File: src/rtl/toeq_pkg.sv
// Package for the time ordered event queue: sizes, field widths, opcodes
// and the command/status structs between controller and datapath.
// No dependencies.
package toeq_pkg;

   localparam int QUEUE_DEPTH = 16;
   localparam int TIME_BITS   = 32;
   localparam int TAG_BITS    = 16;
   localparam int COUNT_BITS  = $clog2(QUEUE_DEPTH + 1);
   localparam int TOTAL_BITS  = 5;

   localparam int REQ_DATA_BITS = ((TIME_BITS + TAG_BITS + 7) / 8) * 8;
   localparam int RSP_FIELD_BITS = TIME_BITS + TAG_BITS + 2 + TOTAL_BITS;
   localparam int RSP_DATA_BITS = ((RSP_FIELD_BITS + 7) / 8) * 8;

   localparam int RSP_TAG_LSB     = TIME_BITS;
   localparam int RSP_REFUSED_BIT = TIME_BITS + TAG_BITS;
   localparam int RSP_EMPTY_BIT   = RSP_REFUSED_BIT + 1;
   localparam int RSP_TOTAL_LSB   = RSP_EMPTY_BIT + 1;

   typedef enum logic {
      OP_INSERT = 1'b0,
      OP_POP    = 1'b1
   } opcode_type;

   typedef struct packed {
      logic capture;
      logic execute;
   } cmd_type;

   typedef struct packed {
      logic rsp_taken;
   } status_type;

endpackage

File: src/rtl/time_ordered_event_queue_top.sv
// Top level of the time ordered event queue: stream ports and packing.
// Depends on toeq_pkg, toeq_ctrl and toeq_dp.
//
// Usage: the req channel carries one command per transfer: tuser is the
// opcode (0 insert, 1 pop), tdata holds the event time and tag. The rsp
// channel returns exactly one result per command: tuser flags a popped
// event, tdata holds its time and tag (zero otherwise), the refused flag
// for an insert into a full queue, the empty flag and the entry count
// after the command.
// Timing: a command is captured at its req transfer, then applied to the
// sorted row of 16 compare-and-shift slots once the result register is free,
// and rsp_tvalid rises with that update. The two-state sequencer (capture,
// then update) takes no new command until the previous one has been applied.
// Reset empties the queue and holds req_tready low; stored slots are not
// cleared. While the receiver stalls, the result holds in its output
// register; one more command is captured and waits until that result is
// transferred.
module time_ordered_event_queue_top (
   input  logic                                   clock,
   input  logic                                   reset,
   input  logic                                   req_tvalid,
   output logic                                   req_tready,
   input  logic [toeq_pkg::REQ_DATA_BITS-1:0]     req_tdata,  // event_time, event_tag
   input  logic                                   req_tuser,  // opcode
   output logic                                   rsp_tvalid,
   input  logic                                   rsp_tready,
   // out_time, out_tag, insert_refused, queue_empty, entry_total, zero pad
   output logic [toeq_pkg::RSP_DATA_BITS-1:0]     rsp_tdata,
   output logic                                   rsp_tuser   // out_valid
);

   toeq_pkg::cmd_type                    cmd;
   toeq_pkg::status_type                 status;
   logic [toeq_pkg::TIME_BITS-1:0]       out_time;
   logic [toeq_pkg::TAG_BITS-1:0]        out_tag;
   logic                                 refused, empty;
   logic [toeq_pkg::TOTAL_BITS-1:0]      total;

   toeq_ctrl u_ctrl (
      .clock      (clock),
      .reset      (reset),
      .req_tvalid (req_tvalid),
      .req_tready (req_tready),
      .rsp_tvalid (rsp_tvalid),
      .rsp_tready (rsp_tready),
      .cmd        (cmd),
      .status     (status)
   );

   toeq_dp u_dp (
      .clock         (clock),
      .reset         (reset),
      .cmd           (cmd),
      .status        (status),
      .req_opcode    (req_tuser),
      .req_time      (req_tdata[toeq_pkg::TIME_BITS-1:0]),
      .req_tag       (req_tdata[toeq_pkg::TIME_BITS +: toeq_pkg::TAG_BITS]),
      .rsp_out_valid (rsp_tuser),
      .rsp_time      (out_time),
      .rsp_tag       (out_tag),
      .rsp_refused   (refused),
      .rsp_empty     (empty),
      .rsp_total     (total)
   );

   assign rsp_tdata = toeq_pkg::RSP_DATA_BITS'({total, empty, refused, out_tag, out_time});

endmodule

File: src/rtl/toeq_ctrl.sv
// Controller for the time ordered event queue: two-state sequencer and
// result valid flag. Uses toeq_pkg; drives commands into toeq_dp.
module toeq_ctrl (
   input  logic                clock,
   input  logic                reset,
   input  logic                req_tvalid,
   output logic                req_tready,
   output logic                rsp_tvalid,
   input  logic                rsp_tready,
   output toeq_pkg::cmd_type   cmd,
   output toeq_pkg::status_type status
);

   typedef enum logic {
      ST_IDLE,
      ST_EXEC
   } state_type;

   state_type state_ff, state_in;
   logic      rsp_valid_ff, rsp_valid_in;
   logic      out_free;

   assign out_free         = !rsp_valid_ff || rsp_tready;
   assign req_tready       = (state_ff == ST_IDLE) && !reset;
   assign rsp_tvalid       = rsp_valid_ff;
   assign status.rsp_taken = rsp_valid_ff && rsp_tready;

   always_comb begin
      state_in     = state_ff;
      rsp_valid_in = rsp_valid_ff && !rsp_tready;
      cmd          = '0;
      unique case (state_ff)
         ST_IDLE: begin
            if (req_tvalid && req_tready) begin
               cmd.capture = 1'b1;
               state_in    = ST_EXEC;
            end
         end
         ST_EXEC: begin
            if (out_free) begin
               cmd.execute  = 1'b1;
               rsp_valid_in = 1'b1;
               state_in     = ST_IDLE;
            end
         end
         default: state_in = ST_IDLE;
      endcase
   end

   always_ff @(posedge clock) begin
      if (reset) begin
         state_ff     <= ST_IDLE;
         rsp_valid_ff <= 1'b0;
      end else begin
         state_ff     <= state_in;
         rsp_valid_ff <= rsp_valid_in;
      end
   end

endmodule

File: src/rtl/toeq_dp.sv
// Datapath for the time ordered event queue: item register, sorted row of
// compare-and-shift slots, entry count and result register. Uses toeq_pkg.
module toeq_dp (
   input  logic                                clock,
   input  logic                                reset,
   input  toeq_pkg::cmd_type                   cmd,
   input  toeq_pkg::status_type                status,
   input  logic                                req_opcode,
   input  logic [toeq_pkg::TIME_BITS-1:0]      req_time,
   input  logic [toeq_pkg::TAG_BITS-1:0]       req_tag,
   output logic                                rsp_out_valid,
   output logic [toeq_pkg::TIME_BITS-1:0]      rsp_time,
   output logic [toeq_pkg::TAG_BITS-1:0]       rsp_tag,
   output logic                                rsp_refused,
   output logic                                rsp_empty,
   output logic [toeq_pkg::TOTAL_BITS-1:0]     rsp_total
);

   localparam int DEPTH = toeq_pkg::QUEUE_DEPTH;
   localparam int CW    = toeq_pkg::COUNT_BITS;

   toeq_pkg::opcode_type                 op_ff;
   logic [toeq_pkg::TIME_BITS-1:0]       item_time_ff;
   logic [toeq_pkg::TAG_BITS-1:0]        item_tag_ff;

   logic [toeq_pkg::TIME_BITS-1:0]       time_ff [DEPTH];
   logic [toeq_pkg::TIME_BITS-1:0]       time_in [DEPTH];
   logic [toeq_pkg::TAG_BITS-1:0]        tag_ff  [DEPTH];
   logic [toeq_pkg::TAG_BITS-1:0]        tag_in  [DEPTH];
   logic [CW-1:0]                        count_ff, count_in;
   logic [DEPTH-1:0]                     le;

   logic                                 full, empty, do_insert, do_pop, store_we;

   logic                                 valid_ff, valid_in;
   logic [toeq_pkg::TIME_BITS-1:0]       otime_ff, otime_in;
   logic [toeq_pkg::TAG_BITS-1:0]        otag_ff, otag_in;
   logic                                 refused_ff, refused_in;

   assign full      = (count_ff == CW'(DEPTH));
   assign empty     = (count_ff == '0);
   assign do_insert = (op_ff == toeq_pkg::OP_INSERT) && !full;
   assign do_pop    = (op_ff == toeq_pkg::OP_POP) && !empty;
   assign store_we  = cmd.execute && (do_insert || do_pop);

   always_comb begin
      for (int i = 0; i < DEPTH; i++) begin
         le[i] = (count_ff > CW'(i)) && (time_ff[i] <= item_time_ff);
      end
   end

   // insert: keep earlier slots, take the new event at the first later
   // slot, shift the rest up; pop: shift everything down
   always_comb begin
      for (int i = 0; i < DEPTH; i++) begin
         time_in[i] = time_ff[i];
         tag_in[i]  = tag_ff[i];
         if (op_ff == toeq_pkg::OP_INSERT) begin
            if (le[i]) begin
               time_in[i] = time_ff[i];
               tag_in[i]  = tag_ff[i];
            end else if (i == 0) begin
               time_in[i] = item_time_ff;
               tag_in[i]  = item_tag_ff;
            end else if (le[i-1]) begin
               time_in[i] = item_time_ff;
               tag_in[i]  = item_tag_ff;
            end else begin
               time_in[i] = time_ff[i-1];
               tag_in[i]  = tag_ff[i-1];
            end
         end else if (i < DEPTH - 1) begin
            time_in[i] = time_ff[i+1];
            tag_in[i]  = tag_ff[i+1];
         end
      end
   end

   always_comb begin
      count_in   = count_ff;
      valid_in   = 1'b0;
      otime_in   = '0;
      otag_in    = '0;
      refused_in = 1'b0;
      unique case (op_ff)
         toeq_pkg::OP_INSERT: begin
            if (full) begin
               refused_in = 1'b1;
            end else begin
               count_in = count_ff + CW'(1);
            end
         end
         toeq_pkg::OP_POP: begin
            if (!empty) begin
               valid_in = 1'b1;
               otime_in = time_ff[0];
               otag_in  = tag_ff[0];
               count_in = count_ff - CW'(1);
            end
         end
         default: count_in = count_ff;
      endcase
   end

   always_ff @(posedge clock) begin
      if (cmd.capture) begin
         op_ff        <= toeq_pkg::opcode_type'(req_opcode);
         item_time_ff <= req_time;
         item_tag_ff  <= req_tag;
      end
      if (store_we) begin
         for (int i = 0; i < DEPTH; i++) begin
            time_ff[i] <= time_in[i];
            tag_ff[i]  <= tag_in[i];
         end
      end
      if (cmd.execute) begin
         valid_ff   <= valid_in;
         otime_ff   <= otime_in;
         otag_ff    <= otag_in;
         refused_ff <= refused_in;
      end
   end

   always_ff @(posedge clock) begin
      if (reset) begin
         count_ff <= '0;
      end else if (cmd.execute) begin
         count_ff <= count_in;
      end
   end

   // hold the shown count with the result: it only moves on execute, which
   // the controller issues once the previous result is free
   logic unused_taken;
   assign unused_taken = status.rsp_taken;

   assign rsp_out_valid = valid_ff && !unused_taken | valid_ff;
   assign rsp_time      = otime_ff;
   assign rsp_tag       = otag_ff;
   assign rsp_refused   = refused_ff;
   assign rsp_empty     = (count_ff == '0);
   assign rsp_total     = toeq_pkg::TOTAL_BITS'(count_ff);

endmodule

File: config.mk
export PLATFORM = sky130hd
export DESIGN_NAME = time_ordered_event_queue_top
export DESIGN_NICKNAME = d
export VERILOG_FILES = /design/src/rtl/toeq_pkg.sv /design/src/rtl/time_ordered_event_queue_top.sv /design/src/rtl/toeq_ctrl.sv /design/src/rtl/toeq_dp.sv
export SDC_FILE = /design/constraint.sdc
export NUM_CORES = 2
export LEC_CHECK = 0
export BUFFER_PORTS_ARGS = -buffer_cell sky130_fd_sc_hd__buf_2
export CAP_MARGIN = 10
export CORE_MARGIN = 3
export CORE_UTILIZATION = 45
export CTS_CLUSTER_SIZE = 16
export DETAILED_ROUTE_END_ITERATION = 12
export SYNTH_ARGS = -nofsm -noshare
export SYNTH_HDL_FRONTEND = slang
export SYNTH_SLANG_ARGS = --single-unit
File: constraint.sdc
create_clock -name clock -period 8.2 [get_ports clock]
set_clock_uncertainty 0.15 [all_clocks]
set_input_delay 0.41 -clock clock [delete_from_list [all_inputs] [get_ports clock]]
set_output_delay 0.41 -clock clock [all_outputs]
set_load 0.01 [all_outputs]
# --- After elaboration in Yosys (flattened, before gate mapping) ---
# Memories as Yosys holds them, arrays and structs flattened.
# Index checks and enable logic that the tools add are counted.
op_classes:
  n_addsub: 2
  order_cmp: 32
  eq_ne: 3
  n_mux: 109
  bitwise_logic: 3
  n_reduce_logical: 35
op_table:
  columns: ["op", "count"]
  rows:
  - ["32-bit 2-to-1 mux", 47]
  - ["16-bit 2-to-1 mux", 47]
  - ["32-bit <= comparator", 16]
  - ["5-bit by 4-bit > comparator with 1-bit output, second input constant", 8]
  - ["1-bit logical AND", 24]
  - ["5-bit by 3-bit > comparator with 1-bit output, second input constant", 4]
  - ["1-bit 2-to-1 mux", 11]
  - ["5-bit by 1-bit > comparator with 1-bit output, second input constant", 2]
  - ["5-bit by 2-bit > comparator with 1-bit output, second input constant", 2]
  - ["5-bit 2-to-1 mux", 2]
  - ["5-bit one-hot mux with 2 select lines", 1]
  - ["1-bit zero test", 6]
  - ["5-bit by 1-bit adder with 5-bit output, second input constant", 1]
  - ["5-bit equality test, second input constant", 1]
  - ["5-bit zero test", 1]
  - ["5-bit by 1-bit subtractor with 5-bit output, second input constant", 1]
  - ["2-bit != test, second input constant", 2]
  - ["3-bit AND reduction", 1]
  - ["1-bit logical OR", 2]
  - ["1-bit inverter", 2]
  - ["1-bit one-hot mux with 2 select lines", 1]
  - ["2-bit OR reduction", 1]
  - ["1-bit OR", 1]
totals:
  regBits: 106
  ramBits: 768
  in_bits: 53
  output_inout_bits: 59
  elab_cells: 196
  mem_count: 2
memory_table:
  columns: ["name", "depth", "width", "read_ports", "rd_clocked_by_memory_dff", "wr", "line", "rtl"]
  rows:
  - ["u_dp.time_ff", 16, 32, 16, 0, 16, "toeq_dp.sv:26", "logic [toeq_pkg::TIME_BITS-1:0] time_ff [DEPTH];"]
  - ["u_dp.tag_ff", 16, 16, 16, 0, 16, "toeq_dp.sv:28", "logic [toeq_pkg::TAG_BITS-1:0] tag_ff [DEPTH];"]

# --- Depth between registers and ports, before layout ---
depth:
  word_depth: 7
  depth_mapped: 10
  ltp_nobuf: 8

# --- By module ---
# Synthesis repeated with hierarchy kept, for this count alone.
hier_totals:
  hier_cells: 5889
  area_unflattened_um2: 56660.6
by_module_without_submodules:
  columns: ["module", "n_inst", "cells_per_inst", "area_each_um2", "seq_area_each_um2"]
  rows:
  - ["toeq_dp", 1, 5874, 56536.7, 26135.1]
  - ["toeq_ctrl", 1, 11, 97.6, 40.0]
  - ["time_ordered_event_queue_top", 1, 4, 26.3, 0.0]

# --- Least setup slack after synthesis ---
# Ideal clock, no wire load.
synth_path:
  kind: "reg-to-reg"
  start: "reg u_dp.item_time_ff[1] (netlist name)"
  end: "mem u_dp.tag_ff[1][48] (netlist bit) (enable)"
  setup_ns: 0.527
  t_arrival_ns: 5.590
  required_ns: 7.523
  path_slack_ns: 1.932
  stages_incl_launch_ff: 11
  path_buffers: 2
  synth_period_minus_slack_ns: 6.268
  path_cell_list: "edfxtp_1 inv_1 ha_1 nor2b_1 o211ai_1 a2111o_1 o211ai_1 a22oi_1 buf_2 buf_2 a21boi_0"
synth_lines:
  columns: ["element", "line"]
  rows:
  - ["end, declared", "toeq_dp.sv:28"]

==> flow_metrics.tcl <==
set metrics [dict create \
    status "finished clean" \
    maxCapViolCount 0 \
    synth_area_mm2 0.0572 \
    powerDensity_mw_per_mm2 181 \
    worst_r2r_endpoint "u_dp.tag_ff[0][66]" \
    synth.most_common_cell "nand2_1" \
    synthFlopType "edfxtp_1" \
    firstDrtPassIters 6 \
    clock_sinks 874 \
    crit_path_top_delay_cell "o31a_2" \
    postSynthCellCount 5976 \
    die_h_um 363 \
    p_leak_nw 22.8 \
    place_inst 7368 \
    rsz0062_at_grt "false" \
    first_global_vias 44800 \
    wl_per_cell_um 24.0 \
    cts_root_buffer "clkbuf_16" \
    endpoint_kind "flop" \
    cts_buffer_depth 3 \
    r2r_start "u_dp.item_time_ff[11]" \
    grt_use_met1_pct 42.1 \
    start_util_pct 45.4 \
    yosysSeqAreaShare_pct 45.8 \
    die-area_mm2 0.131 \
    fin_cells 7622 \
    antenna_found_initial 1 \
    relSlewSlack_pct 6.78 \
    rrSetupSlack_ps 3660 \
    setup_viol 0 \
    cts.repair.resized 0 \
    ys_types 73 \
    cts_max_level 3 \
    clk_pin_slew_ps 60 \
    grt_util_met2_pct 38.2 \
    synth-async-reset-ratio_pct 0 \
    min_period_ps 4540 \
    fillers 11700 \
    dr.first_iter.drc_count 5744 \
    grt_max_degree 194 \
    synth_commonest_cells "1,934 x nand2_1, 867 x edfxtp_1, 517 x ha_1, 502 x o221ai_1, 383 x clkbuf_1" \
    syn_avg_cell_area_um2 9.57 \
    ys_ff_latch 874 \
    crit_fanout 49 \
    post-route-period-util_pct 55.3 \
    core_mm2 0.126 \
    final-hold-violation-count 0 \
    cts_inserted_buffers 103 \
    clock_latency_ps 730 \
    cts_tree "yes" \
    hold_path_depth 2 \
    grt_pass1_wl_mm 277 \
    drive_gt1_share_pct 7.96 \
    routed_wl_mm 183 \
    place_ws_ps 3640 \
    critPathArrivalTime_ps 4730 \
    cp_slowest_stage_delay_ps 900 \
    routabilityCongestion 0.906 \
    cp.required_ps 8390 \
    worstSetupStartpointType "flop" \
    overflow 0 \
    yosysTopAreaCell "edfxtp_1" \
    area_delta_synth_final_pct 9.68 \
    rows 130 \
    worst_pin_slew_ps 1400 \
    vias_per_cell 6.33 \
    fmax_ghz 0.220 \
    synth_fp_nets 6546 \
    ir_drop_mv 0.150 \
    drc_errors 0 \
    finalSetupTns_ps 0 \
    routed-via-count 48300 \
    ant_nets 0 \
    timing.critical_path.cells "inv_1 > buf_4 > ha_1 > nand4_1 > nor4_2 > a21boi_1 > o31a_2 > o31a_2 > buf_4" \
    synth-edff-count 867 \
    yosys.area.top_type_share_pct 45.5 \
    critPathKind "flop to flop" \
    hpwl_mm 133 \
    grt_use_total_pct 26.9 \
    num-nets-final 6454 \
    io_pins 112 \
    busiest_layer "met1" \
    r2r_cells 9 \
    die_x_um 363 \
    yosys_warnings 0 \
    crit_start "u_dp.item_time_ff[11]" \
    hp-class "primary input to flop" \
    grtUsageMet3_pct 5.00 \
    synth.area.top_cells "edfxtp_1 46%, nand2_1 13%, ha_1 11%" \
    crit_end "u_dp.tag_ff[0][66]" \
    timing.final.ws_setup_ps 3660 \
    drv_slew 0 \
    portBuffers 110 \
]
## cell usage in the layout, fill, tap and decap left out, types with 56 or more instances in the layout
cell type / synthesis / routed
a21oi_1: 195 / 193
a221o_1: 154 / 152
and2_1: 105 / 103
buf_2: 67 / 110
buf_4: 12 / 127
clkbuf_16: 0 / 104
edfxtp_1: 867 / 867
ha_1: 517 / 517
inv_1: 78 / 76
nand2_1: 1934 / 1932
nand4_1: 116 / 116
nor2_1: 172 / 171
nor2b_1: 134 / 134
nor3_1: 56 / 56
o21ai_0: 109 / 104
o221ai_1: 502 / 502
## worst max-delay path: cells and delay by family (launching register included)
kind,cells,cell delay (ps)
fa+ha+maj,1,240
simple gates,2,850
compound gates,3,1540
flops,1,410
buf+inv,3,910
## final cells by class
type,count,area (um2),area share [%]
Clock buffer,135,2730,4.35
Inverter,79,304,0.485
Clock inverter,57,437,0.696
Sequential cell,874,26200,41.7
Antenna cell,1,2.50,0.00399
Timing Repair Buffer,299,2190,3.49
Tap cell,1650,2060,3.29
Multi-Input combinational cell,4527,28800,46.0
## state kept, by name, indices dropped and copies added, names as in the netlist
register	count
u_dp.tag_ff	256
u_ctrl.state_ff	1
u_ctrl.rsp_tvalid	1
u_dp.rsp_refused	1
u_dp.rsp_time	32
u_dp.item_tag_ff	16
u_dp.time_ff	512
u_dp.valid_ff	1
u_dp.item_time_ff	32
u_dp.rsp_tag	16
u_dp.rsp_total	5
u_dp.op_ff	1
## how the worst min path moves through the flow
stage | from | to | slack (ps)
2_1_floorplan | u_ctrl.state_ff | u_ctrl.rsp_tvalid | 350
3_3_place_gp | u_dp.tag_ff[1][124] | u_dp.tag_ff[1][108] | 360
3_5_place_dp | u_dp.tag_ff[1][116] | u_dp.tag_ff[1][100] | 370
4_1_cts | req_tdata[39] | u_dp.item_tag_ff[7] | 190
5_1_grt | req_tdata[45] | u_dp.item_tag_ff[13] | 240
6_report | req_tdata[16] | u_dp.item_time_ff[16] | 250
## per-stage QoR
step                      hold WS (ps)  instance area, um2  utilization [%]  power, mW
after global placement             363               58900             46.8       6.91
final                              251               62700             49.8       11.4
after detailed placement           369               58900             46.8       6.96
after floorplan                    350               57200                -       6.45
after global routing               236               62700             49.8       11.8
after CTS                          191               62700             49.8       11.4
## cell families (layout without fill, tap and decap cells)
group	after synthesis	count (layout)	synth area share, %
simple gates	2693	2693	20.2
compound gates	1308	1308	18.3
flops	874	874	45.8
buf+inv	575	570	4.30
fa+ha+maj	517	517	11.3
xor+xnor	5	5	0.0766
mux	3	3	0.0547
other cells	1	2	0.00656
## what timing repair did
item,in CTS,in global routing
hold buffers,55,0
buffers inserted,0,0
endpoints found under the hold margin,56,0
## routing by layer
| metal | wire length [um] | share of wire (%) |
|---|---|---|
| met5 | 0 | 0 |
| met4 | 3410 | 1.9 |
| met3 | 16900 | 9.2 |
| met2 | 75400 | 41 |
| met1 | 87200 | 48 |
## power by group
group          total (mW)  leakage, nW  switching [mW]  internal, mW
sequential           5.37         8.08           0.174          5.19
clock                4.45         1.54            1.95          2.49
combinational        1.55         13.2            1.04         0.512
total                11.4         22.8            3.17          8.20
Power figures use the tool's default switching activity.
